## src/rtl/assert_macros.svh

```systemverilog
// assertion helper macros for the framer rtl
// no dependencies; define NO_ASSERTIONS to compile them out
`ifndef ASSERT_MACROS_SVH
`define ASSERT_MACROS_SVH
`ifndef NO_ASSERTIONS
`define ASSERT_SAME(lbl, clk, rstn, pre, post, msg) \
  lbl: assert property (@(posedge clk) disable iff (!rstn) (pre) |-> (post)) else $error(msg);
`define ASSERT_NEXT(lbl, clk, rstn, pre, post, msg) \
  lbl: assert property (@(posedge clk) disable iff (!rstn) (pre) |=> (post)) else $error(msg);
`else
`define ASSERT_SAME(lbl, clk, rstn, pre, post, msg)
`define ASSERT_NEXT(lbl, clk, rstn, pre, post, msg)
`endif
`endif

```

## src/rtl/crcf_pkg.sv

```systemverilog
// shared types, constants and the crc-32c byte fold for the framer
// no dependencies
package crcf_pkg;

  localparam logic [31:0] CrcPoly  = 32'h82F6_3B78;
  localparam logic [31:0] CrcOnes  = 32'hFFFF_FFFF;
  localparam logic [7:0]  StxByte  = 8'h02;
  localparam logic [7:0]  EtxByte  = 8'h03;
  localparam logic [15:0] MaxPayloadReset = 16'd1024;

  // command queue between front and back
  localparam int QDepth = 4;
  localparam int QPtrW  = $clog2(QDepth);
  localparam int QCntW  = $clog2(QDepth + 1);

  // one classified input transaction
  typedef struct packed {
    logic        err;
    logic        hdr;
    logic        has_byte;
    logic        eop;
    logic [15:0] len;
    logic [7:0]  data;
  } crcf_cmd_t;

  typedef struct packed {
    logic full;
    logic empty;
  } crcf_q_status_t;

  // reflected crc-32c, one byte folded in
  function automatic logic [31:0] crcf_fold(input logic [31:0] crc, input logic [7:0] b);
    logic [31:0] r;
    r = crc ^ {24'd0, b};
    for (int k = 0; k < 8; k++) begin
      r = r[0] ? ((r >> 1) ^ CrcPoly) : (r >> 1);
    end
    return r;
  endfunction

endpackage

```

## src/rtl/crcf_front.sv

```systemverilog
// front end: accepts input transactions, tracks frame state, classifies into commands
// depends on crcf_pkg
module crcf_front import crcf_pkg::*; (
  input  logic        clk,
  input  logic        rst_n,
  input  logic        cfg_we,
  input  logic [15:0] cfg_data,
  input  logic        in_push,
  output logic        in_full,
  input  logic [7:0]  in_data_byte,
  input  logic        in_carries_byte,
  input  logic        in_start_of_packet,
  input  logic        in_end_of_packet,
  input  logic [15:0] in_total_length,
  input  crcf_q_status_t q_status,
  output logic        q_push,
  output crcf_cmd_t   q_cmd
);

  logic [15:0] max_payload_r;
  logic        in_packet_r, in_packet_nxt;
  logic        discarding_r, discarding_nxt;
  logic        produce;
  logic        accept;

  assign in_full = q_status.full;
  assign accept  = in_push && !q_status.full;
  assign q_push  = accept && produce;

  // classify one transaction: start, then byte, then end
  always_comb begin
    q_cmd          = '0;
    q_cmd.len      = in_total_length;
    q_cmd.data     = in_data_byte;
    produce        = 1'b0;
    in_packet_nxt  = in_packet_r;
    discarding_nxt = discarding_r;
    if (discarding_r) begin
      if (in_end_of_packet) discarding_nxt = 1'b0;
    end else begin
      if (in_start_of_packet) begin
        if (in_total_length > max_payload_r) begin
          q_cmd.err      = 1'b1;
          produce        = 1'b1;
          in_packet_nxt  = 1'b0;
          discarding_nxt = !in_end_of_packet;
        end else begin
          q_cmd.hdr     = 1'b1;
          produce       = 1'b1;
          in_packet_nxt = 1'b1;
        end
      end
      if (!q_cmd.err && in_packet_nxt) begin
        if (in_carries_byte) begin
          q_cmd.has_byte = 1'b1;
          produce        = 1'b1;
        end
        if (in_end_of_packet) begin
          q_cmd.eop     = 1'b1;
          produce       = 1'b1;
          in_packet_nxt = 1'b0;
        end
      end
    end
  end

  // frame state and limit register
  always_ff @(posedge clk) begin
    if (!rst_n) begin
      max_payload_r <= MaxPayloadReset;
      in_packet_r   <= 1'b0;
      discarding_r  <= 1'b0;
    end else begin
      if (cfg_we) max_payload_r <= cfg_data;
      if (accept) begin
        in_packet_r  <= in_packet_nxt;
        discarding_r <= discarding_nxt;
      end
    end
  end

endmodule

```

## src/rtl/crcf_fifo.sv

```systemverilog
// short command queue between front and back
// depends on crcf_pkg
module crcf_fifo import crcf_pkg::*; (
  input  logic           clk,
  input  logic           rst_n,
  input  logic           push,
  input  crcf_cmd_t      push_cmd,
  input  logic           pop,
  output crcf_cmd_t      head,
  output crcf_q_status_t status
);

  crcf_cmd_t        mem_r [QDepth];
  logic [QPtrW-1:0] wr_ptr_r;
  logic [QPtrW-1:0] rd_ptr_r;
  logic [QCntW-1:0] count_r;
  logic             do_push, do_pop;

  assign status.full  = (count_r == QCntW'(QDepth));
  assign status.empty = (count_r == '0);
  assign do_push      = push && !status.full;
  assign do_pop       = pop && !status.empty;
  assign head         = mem_r[rd_ptr_r];

  // storage
  always_ff @(posedge clk) begin
    if (do_push) mem_r[wr_ptr_r] <= push_cmd;
  end

  // pointers and fill count
  always_ff @(posedge clk) begin
    if (!rst_n) begin
      wr_ptr_r <= '0;
      rd_ptr_r <= '0;
      count_r  <= '0;
    end else begin
      if (do_push) wr_ptr_r <= wr_ptr_r + QPtrW'(1);
      if (do_pop)  rd_ptr_r <= rd_ptr_r + QPtrW'(1);
      if (do_push && !do_pop)      count_r <= count_r + QCntW'(1);
      else if (do_pop && !do_push) count_r <= count_r - QCntW'(1);
    end
  end

endmodule

```

## src/rtl/crcf_back.sv

```systemverilog
// back end: sequences header, payload, trailer bytes and keeps the crc registers
// depends on crcf_pkg
module crcf_back import crcf_pkg::*; (
  input  logic           clk,
  input  logic           rst_n,
  input  crcf_cmd_t      head,
  input  crcf_q_status_t q_status,
  output logic           q_pop,
  output logic           out_empty,
  input  logic           out_pop,
  output logic [7:0]     out_byte,
  output logic           out_status,
  output logic           out_last_of_run
);

  typedef enum logic [3:0] {
    PH_STX, PH_LEN_LO, PH_LEN_HI, PH_HC0, PH_HC1, PH_HC2, PH_HC3,
    PH_DATA, PH_PC0, PH_PC1, PH_PC2, PH_PC3, PH_ETX, PH_ERR
  } phase_t;

  phase_t      phase_r, phase_nxt, cur;
  logic        busy_r, busy_nxt;
  logic        out_valid_r, out_valid_nxt;
  logic [7:0]  byte_r, byte_nxt;
  logic        status_r, status_nxt;
  logic        last_r;
  logic        done;
  logic        advance, go;
  logic [31:0] crc_r, crc_nxt;
  logic [31:0] hcrc_r, hcrc_nxt;
  logic [31:0] hcrc_inv, crc_inv;

  assign advance   = !out_valid_r || out_pop;
  assign go        = advance && !q_status.empty;
  assign q_pop     = go && done;
  assign out_empty = !out_valid_r;
  assign out_byte        = byte_r;
  assign out_status      = status_r;
  assign out_last_of_run = last_r;
  assign hcrc_inv  = ~hcrc_r;
  assign crc_inv   = ~crc_r;

  // the stored phase while busy, else the first phase of a fresh command
  always_comb begin
    if (busy_r)         cur = phase_r;
    else if (head.err)  cur = PH_ERR;
    else if (head.hdr)  cur = PH_STX;
    else if (head.has_byte) cur = PH_DATA;
    else                cur = PH_PC0;
  end

  // byte, crc update and next phase for the current step
  always_comb begin
    byte_nxt   = 8'd0;
    status_nxt = 1'b0;
    done       = 1'b0;
    phase_nxt  = cur;
    crc_nxt    = crc_r;
    hcrc_nxt   = hcrc_r;
    unique case (cur)
      PH_STX: begin
        byte_nxt  = StxByte;
        hcrc_nxt  = crcf_fold(CrcOnes, StxByte);
        crc_nxt   = CrcOnes;
        phase_nxt = PH_LEN_LO;
      end
      PH_LEN_LO: begin
        byte_nxt  = head.len[7:0];
        hcrc_nxt  = crcf_fold(hcrc_r, head.len[7:0]);
        phase_nxt = PH_LEN_HI;
      end
      PH_LEN_HI: begin
        byte_nxt  = head.len[15:8];
        hcrc_nxt  = crcf_fold(hcrc_r, head.len[15:8]);
        phase_nxt = PH_HC0;
      end
      PH_HC0: begin byte_nxt = hcrc_inv[7:0];   phase_nxt = PH_HC1; end
      PH_HC1: begin byte_nxt = hcrc_inv[15:8];  phase_nxt = PH_HC2; end
      PH_HC2: begin byte_nxt = hcrc_inv[23:16]; phase_nxt = PH_HC3; end
      PH_HC3: begin
        byte_nxt = hcrc_inv[31:24];
        if (head.has_byte) phase_nxt = PH_DATA;
        else if (head.eop) phase_nxt = PH_PC0;
        else               done      = 1'b1;
      end
      PH_DATA: begin
        byte_nxt = head.data;
        crc_nxt  = crcf_fold(crc_r, head.data);
        if (head.eop) phase_nxt = PH_PC0;
        else          done      = 1'b1;
      end
      PH_PC0: begin byte_nxt = crc_inv[7:0];   phase_nxt = PH_PC1; end
      PH_PC1: begin byte_nxt = crc_inv[15:8];  phase_nxt = PH_PC2; end
      PH_PC2: begin byte_nxt = crc_inv[23:16]; phase_nxt = PH_PC3; end
      PH_PC3: begin byte_nxt = crc_inv[31:24]; phase_nxt = PH_ETX; end
      PH_ETX: begin
        byte_nxt = EtxByte;
        crc_nxt  = CrcOnes;
        done     = 1'b1;
      end
      PH_ERR: begin
        status_nxt = 1'b1;
        crc_nxt    = CrcOnes;
        done       = 1'b1;
      end
      default: done = 1'b1;
    endcase
    busy_nxt      = go ? !done : busy_r;
    out_valid_nxt = advance ? !q_status.empty : out_valid_r;
  end

  // sequencer state, crc registers and output register
  always_ff @(posedge clk) begin
    if (!rst_n) begin
      phase_r     <= PH_STX;
      busy_r      <= 1'b0;
      out_valid_r <= 1'b0;
      crc_r       <= CrcOnes;
    end else begin
      busy_r      <= busy_nxt;
      out_valid_r <= out_valid_nxt;
      if (go) begin
        phase_r  <= phase_nxt;
        crc_r    <= crc_nxt;
        hcrc_r   <= hcrc_nxt;
        byte_r   <= byte_nxt;
        status_r <= status_nxt;
        last_r   <= done;
      end
    end
  end

endmodule

```

## src/rtl/crc32c_packet_framer_core.sv

```systemverilog
// top level of the stx/etx packet framer with crc-32c
// depends on crcf_pkg, crcf_front, crcf_fifo, crcf_back and assert_macros.svh

// A transaction is taken on every cycle while in_full is low; in_full rises only
// when the four-entry command queue is full. The back end delivers one framed
// byte per cycle through a single output register while out_pop drains it and a
// command is queued; a transaction yields as many output bytes as it causes: one
// for a plain payload byte, seven for a header, five for a trailer, up to thirteen
// when start, byte and end come together, and one for a length error. Transactions
// that cause no byte never reach the queue. The header crc is folded one byte per
// cycle as the header bytes leave, so no extra latency follows a start mark.
`include "assert_macros.svh"

module crc32c_packet_framer_core import crcf_pkg::*; (
  input  logic        clk,
  input  logic        rst_n,
  input  logic        cfg_we,
  input  logic [15:0] cfg_data,
  input  logic        in_push,
  output logic        in_full,
  input  logic [7:0]  in_data_byte,
  input  logic        in_carries_byte,
  input  logic        in_start_of_packet,
  input  logic        in_end_of_packet,
  input  logic [15:0] in_total_length,
  output logic        out_empty,
  input  logic        out_pop,
  output logic [7:0]  out_byte,
  output logic        out_status,
  output logic        out_last_of_run
);

  crcf_cmd_t      push_cmd, head;
  crcf_q_status_t q_status;
  logic           q_push, q_pop;

  // classify transactions
  crcf_front u_front (
    .clk, .rst_n, .cfg_we, .cfg_data, .in_push, .in_full,
    .in_data_byte, .in_carries_byte, .in_start_of_packet, .in_end_of_packet,
    .in_total_length, .q_status, .q_push, .q_cmd(push_cmd)
  );

  // command queue
  crcf_fifo u_fifo (
    .clk, .rst_n, .push(q_push), .push_cmd, .pop(q_pop), .head, .status(q_status)
  );

  // byte sequencer
  crcf_back u_back (
    .clk, .rst_n, .head, .q_status, .q_pop, .out_empty, .out_pop,
    .out_byte, .out_status, .out_last_of_run
  );

  // checks
  `ASSERT_SAME(a_no_overflow, clk, rst_n, q_push, !q_status.full, "push into full queue")
  `ASSERT_SAME(a_no_underflow, clk, rst_n, q_pop, !q_status.empty, "pop from empty queue")
  `ASSERT_SAME(a_err_shape, clk, rst_n, !out_empty && out_status, (out_byte == 8'd0) && out_last_of_run, "error result malformed")
  `ASSERT_NEXT(a_pop_fills, clk, rst_n, q_pop, !out_empty, "popped command gave no result")

endmodule
```

## config.mk

```make
export PLATFORM = sky130hd
export DESIGN_NAME = crc32c_packet_framer_core
export DESIGN_NICKNAME = d
export VERILOG_FILES = /design/src/rtl/crcf_pkg.sv /design/src/rtl/crcf_front.sv /design/src/rtl/crcf_fifo.sv /design/src/rtl/crcf_back.sv /design/src/rtl/crc32c_packet_framer_core.sv
export VERILOG_INCLUDE_DIRS = /design/src /design/src/rtl
export SDC_FILE = /design/constraint.sdc
export NUM_CORES = 1
export LEC_CHECK = 0
export ABC_AREA = 1
export BUFFER_PORTS_ARGS = -buffer_cell sky130_fd_sc_hd__buf_2
export CAP_MARGIN = 20
export CORE_ASPECT_RATIO = 1.4
export CORE_MARGIN = 3
export CORE_UTILIZATION = 58
export CTS_BUF_LIST = sky130_fd_sc_hd__clkbuf_4 sky130_fd_sc_hd__clkbuf_8
export DETAILED_ROUTE_END_ITERATION = 6
export PLACE_DENSITY = 0.85
export SLEW_MARGIN = 40
export SYNTH_ARGS = -nofsm -noshare
export SYNTH_HDL_FRONTEND = slang
export SYNTH_SLANG_ARGS = --single-unit
```

## constraint.sdc

```tcl
create_clock -name clk -period 5.27 [get_ports clk]
set_input_delay 0 -clock clk [delete_from_list [all_inputs] [get_ports clk]]
set_output_delay 0 -clock clk [all_outputs]
set_load 0.005 [all_outputs]
```

==> out/metrics.yaml <==
timing:
  worst_slack_ps: 1610
  period_minus_slack_ps: 3660
  rsz0062_at_grt: "false"
  fin_crit_sh_pct: 69.4
  tightest_slew_ps: 810
  setup_viol: 0
  maxSlewHeadroom_pct: 46.0
  fin_setup_tns_ps: 0
  finalHoldViolCount: 0
  fin_skew_ps: 37.7
  fmax_mhz: 274
  drv_slew: 0
finish:
  fill_cells: 1969
  regArea_mm2: 0.00593
  area_delta_synth_final_pct: 12.1
  multiInputGateArea_mm2: 0.00731
  antennaDiodeCount: 0
  drive_above_1_share_pct: 12.1
  finish.net_count: 2011
critical_path:
  crit_required_ps: 5570
  path_delay_family: "simple AND/OR/NAND/NOR gates"
  crit_buf_inv: 3
  crit_path_top_delay_cell: "nand2_1"
  cp_cell_sequence: "buf_4 > inv_1 > buf_4 > nand3_1 > nand2_1 > nand2_1 > nand2_1 > nand2_1 > nand2_2 > nand2_1 > nand2_1 > nand3_1 > nand3_1 > nand2_1 > a21oi_1 > nand3_1"
  critPathMostFrequentCell: "nand2_1"
  end_kind: "flop"
  setup.worst_path.start_class: "flop"
  cp_data_arrival_time_ps: 3960
  cp_max_fo: 29
  max_stage_delay_ps: 480
  critPathKind: "flop to flop"
synth:
  avgSynthCellArea_um2: 7.73
  synth.distinct_cells: 50
  synth_edf_count: 154
  syn_inst: 1833
  synth_seq_area_share_pct: 41.8
  netlist_area_mm2: 0.0142
  synth-seq-cells: 219
  synth_top_area_share_pct: 32.6
  synth_common_cells: "nand2_1, nand3_1, edfxtp_1"
  synthTopCellsByArea: "edfxtp_1, nand2_1, dfxtp_1"
  yosysWarnings: 0
  synthFlopType: "edfxtp_1"
  async_reset_ff_share_pct: 0
  synth_most_common_cell: "nand2_1"
  synth_largest_area_cell: "edfxtp_1"
  synth_nets: 1903
route:
  via_per_inst: 5.88
  drcViolationCount: 0
  ant_nets: 0
  routed_wl_mm: 44.1
  drt-initial-drc-count: 1431
  vias: 13400
  wl_per_cell_um: 19.3
  dr.pass1.iters: 6
clock_network:
  cts_sinks: 219
  clk_pin_slew_ps: 70
  cts_resized: 0
  clock-root-buffer: "clkbuf_8"
  numCtsBuffers: 35
  htree_levels: 2
  clock_path_buffers: 3
  cts_tree: "yes"
  insertion_delay_ps: 570
placement:
  port_buffers: 59
  dp_slack_ps: 1760
  gp_congestion: 0.964
  hpwl_mm: 29.5
pwr:
  ir_drop_mv: 0.550
  p_leak_uw: 0.00722
  power.density_mw_per_mm2: 759
floorplan:
  coreArea_mm2: 0.0240
  die_w_um: 138
  fp-row-count: 67
  die_height_um: 191
  start_util_pct: 59.1
  io-pin-count: 60
  die-area_mm2: 0.0264
global_routing:
  grt_pass1_wl_mm: 69.3
  grt.overflow.total: 0
  grtUsageTotal_pct: 33.1
  antenna_found_initial: 0
  grt_max_degree: 55
  grt_pass1_vias: 12700
worst_hold_path:
  hold_class: "primary input to flop"
status:
  status: "finished clean"
flow_run:
  cap_viol_max_count: 0
## worst register-to-register path, delay by kind of cell, from the launching register on
kind                   cells  cell delay, ps
AO/OA/AOI/OAI              1             120
buffers and inverters      3             860
flip-flops                 1             300
AND/OR/NAND/NOR           12            2110
## worst paths after layout
path,from,to,slack (ps),depth (start not counted)
hold / removal,cfg_we,u_front.max_payload_r[14]$_SDFFE_PN0P_,190,3
setup / recovery,flop,u_back.hcrc_r[4]$_DFFE_PP_,1610,16
setup reg to reg,flop,u_back.hcrc_r[4]$_DFFE_PP_,1610,16
hold reg to reg,u_front.max_payload_r[13]$_SDFFE_PN0P_,u_front.max_payload_r[13]$_SDFFE_PN0P_,460,2
## per-stage QoR
stage                     util (%)  hold slack (ps)  power, µW  instance area (µm²)  std cells
after floorplan                  -             98.9       8620                14200       1833
after global placement        60.9              210       9940                14600       2163
after detailed placement      60.9              219      10100                14600       2163
after CTS                     66.3             86.0      11800                15900       2278
after global routing          66.3              200      13000                15900       2278
final                         66.3              187      12100                15900       2278
## placed cells by master, fill, tap and decap left out, types with 3 or more instances in the layout
cell / count
edfxtp_1: 154
inv_2: 18
dlygate4sd3_1: 51
o21ai_0: 53
clkinv_2: 3
inv_1: 135
nand4_1: 7
nor2_1: 78
nor2_2: 8
clkbuf_8: 37
ha_1: 21
or2_2: 3
nand2_1: 631
nand2_2: 46
nand3_1: 243
xor2_2: 5
xnor2_2: 3
nand3_2: 3
xnor2_1: 21
o211ai_1: 7
xor2_1: 100
o21ai_1: 9
a21oi_1: 76
or2_0: 3
nand3b_1: 6
bufinv_16: 4
buf_4: 12
buf_2: 59
clkinv_1: 7
nor2_4: 3
o22ai_1: 43
dfxtp_1: 64
nor3_1: 5
clkbuf_4: 9
nand2_4: 12
## repair_timing
action                                 in CTS  in global routing
setup buffers                               0                  0
endpoints found under the hold margin     140                  0
hold buffers                               51                  0
## sequential cells by signal (all words and copies together) (netlist names), 2 cells and up, named ones only
signal,flops
u_fifo.rd_ptr_r,2
u_back.out_byte,8
u_back.crc_r,32
u_fifo.wr_ptr_r,2
u_back.hcrc_r,32
u_front.max_payload_r,16
u_back.phase_r,4
u_fifo.mem_r,112
u_fifo.count_r,3
## layer usage
metal	part of all wire [%]	track usage (%)	vias to the layer above
li1	-	-	6284
met1	37	39.7	6151
met2	49	58.0	806
met3	8.7	5.13	165
met4	5.6	16.3	0
met5	0	0	-
## kinds of logic after synthesis
| logic type | after synthesis | share of synthesized area (%) |
|---|---|---|
| buffers and inverters | 206 | 6.73 |
| AND/OR/NAND/NOR | 1055 | 32.7 |
| XOR/XNOR | 132 | 8.91 |
| AO/OA/AOI/OAI | 199 | 7.82 |
| flip-flops | 219 | 41.8 |
| adder cells (fa/ha/maj) | 22 | 2.00 |
## area by class of cell
cell class | count | share of cell area, %
multi-input cells | 1408 | 46.0
flip-flops and latches | 219 | 37.3
repair buffers | 122 | 5.64
inverters | 155 | 3.69
clock buffers | 46 | 3.63
well taps | 310 | 2.44
clock inverters | 18 | 1.28
## power breakdown
part	switching, µW	internal [µW]	total, µW
clock	732	923	1660
sequential	286	2240	2520
combinational	5420	2470	7880
Note: power is estimated with default switching activity, not from simulation.
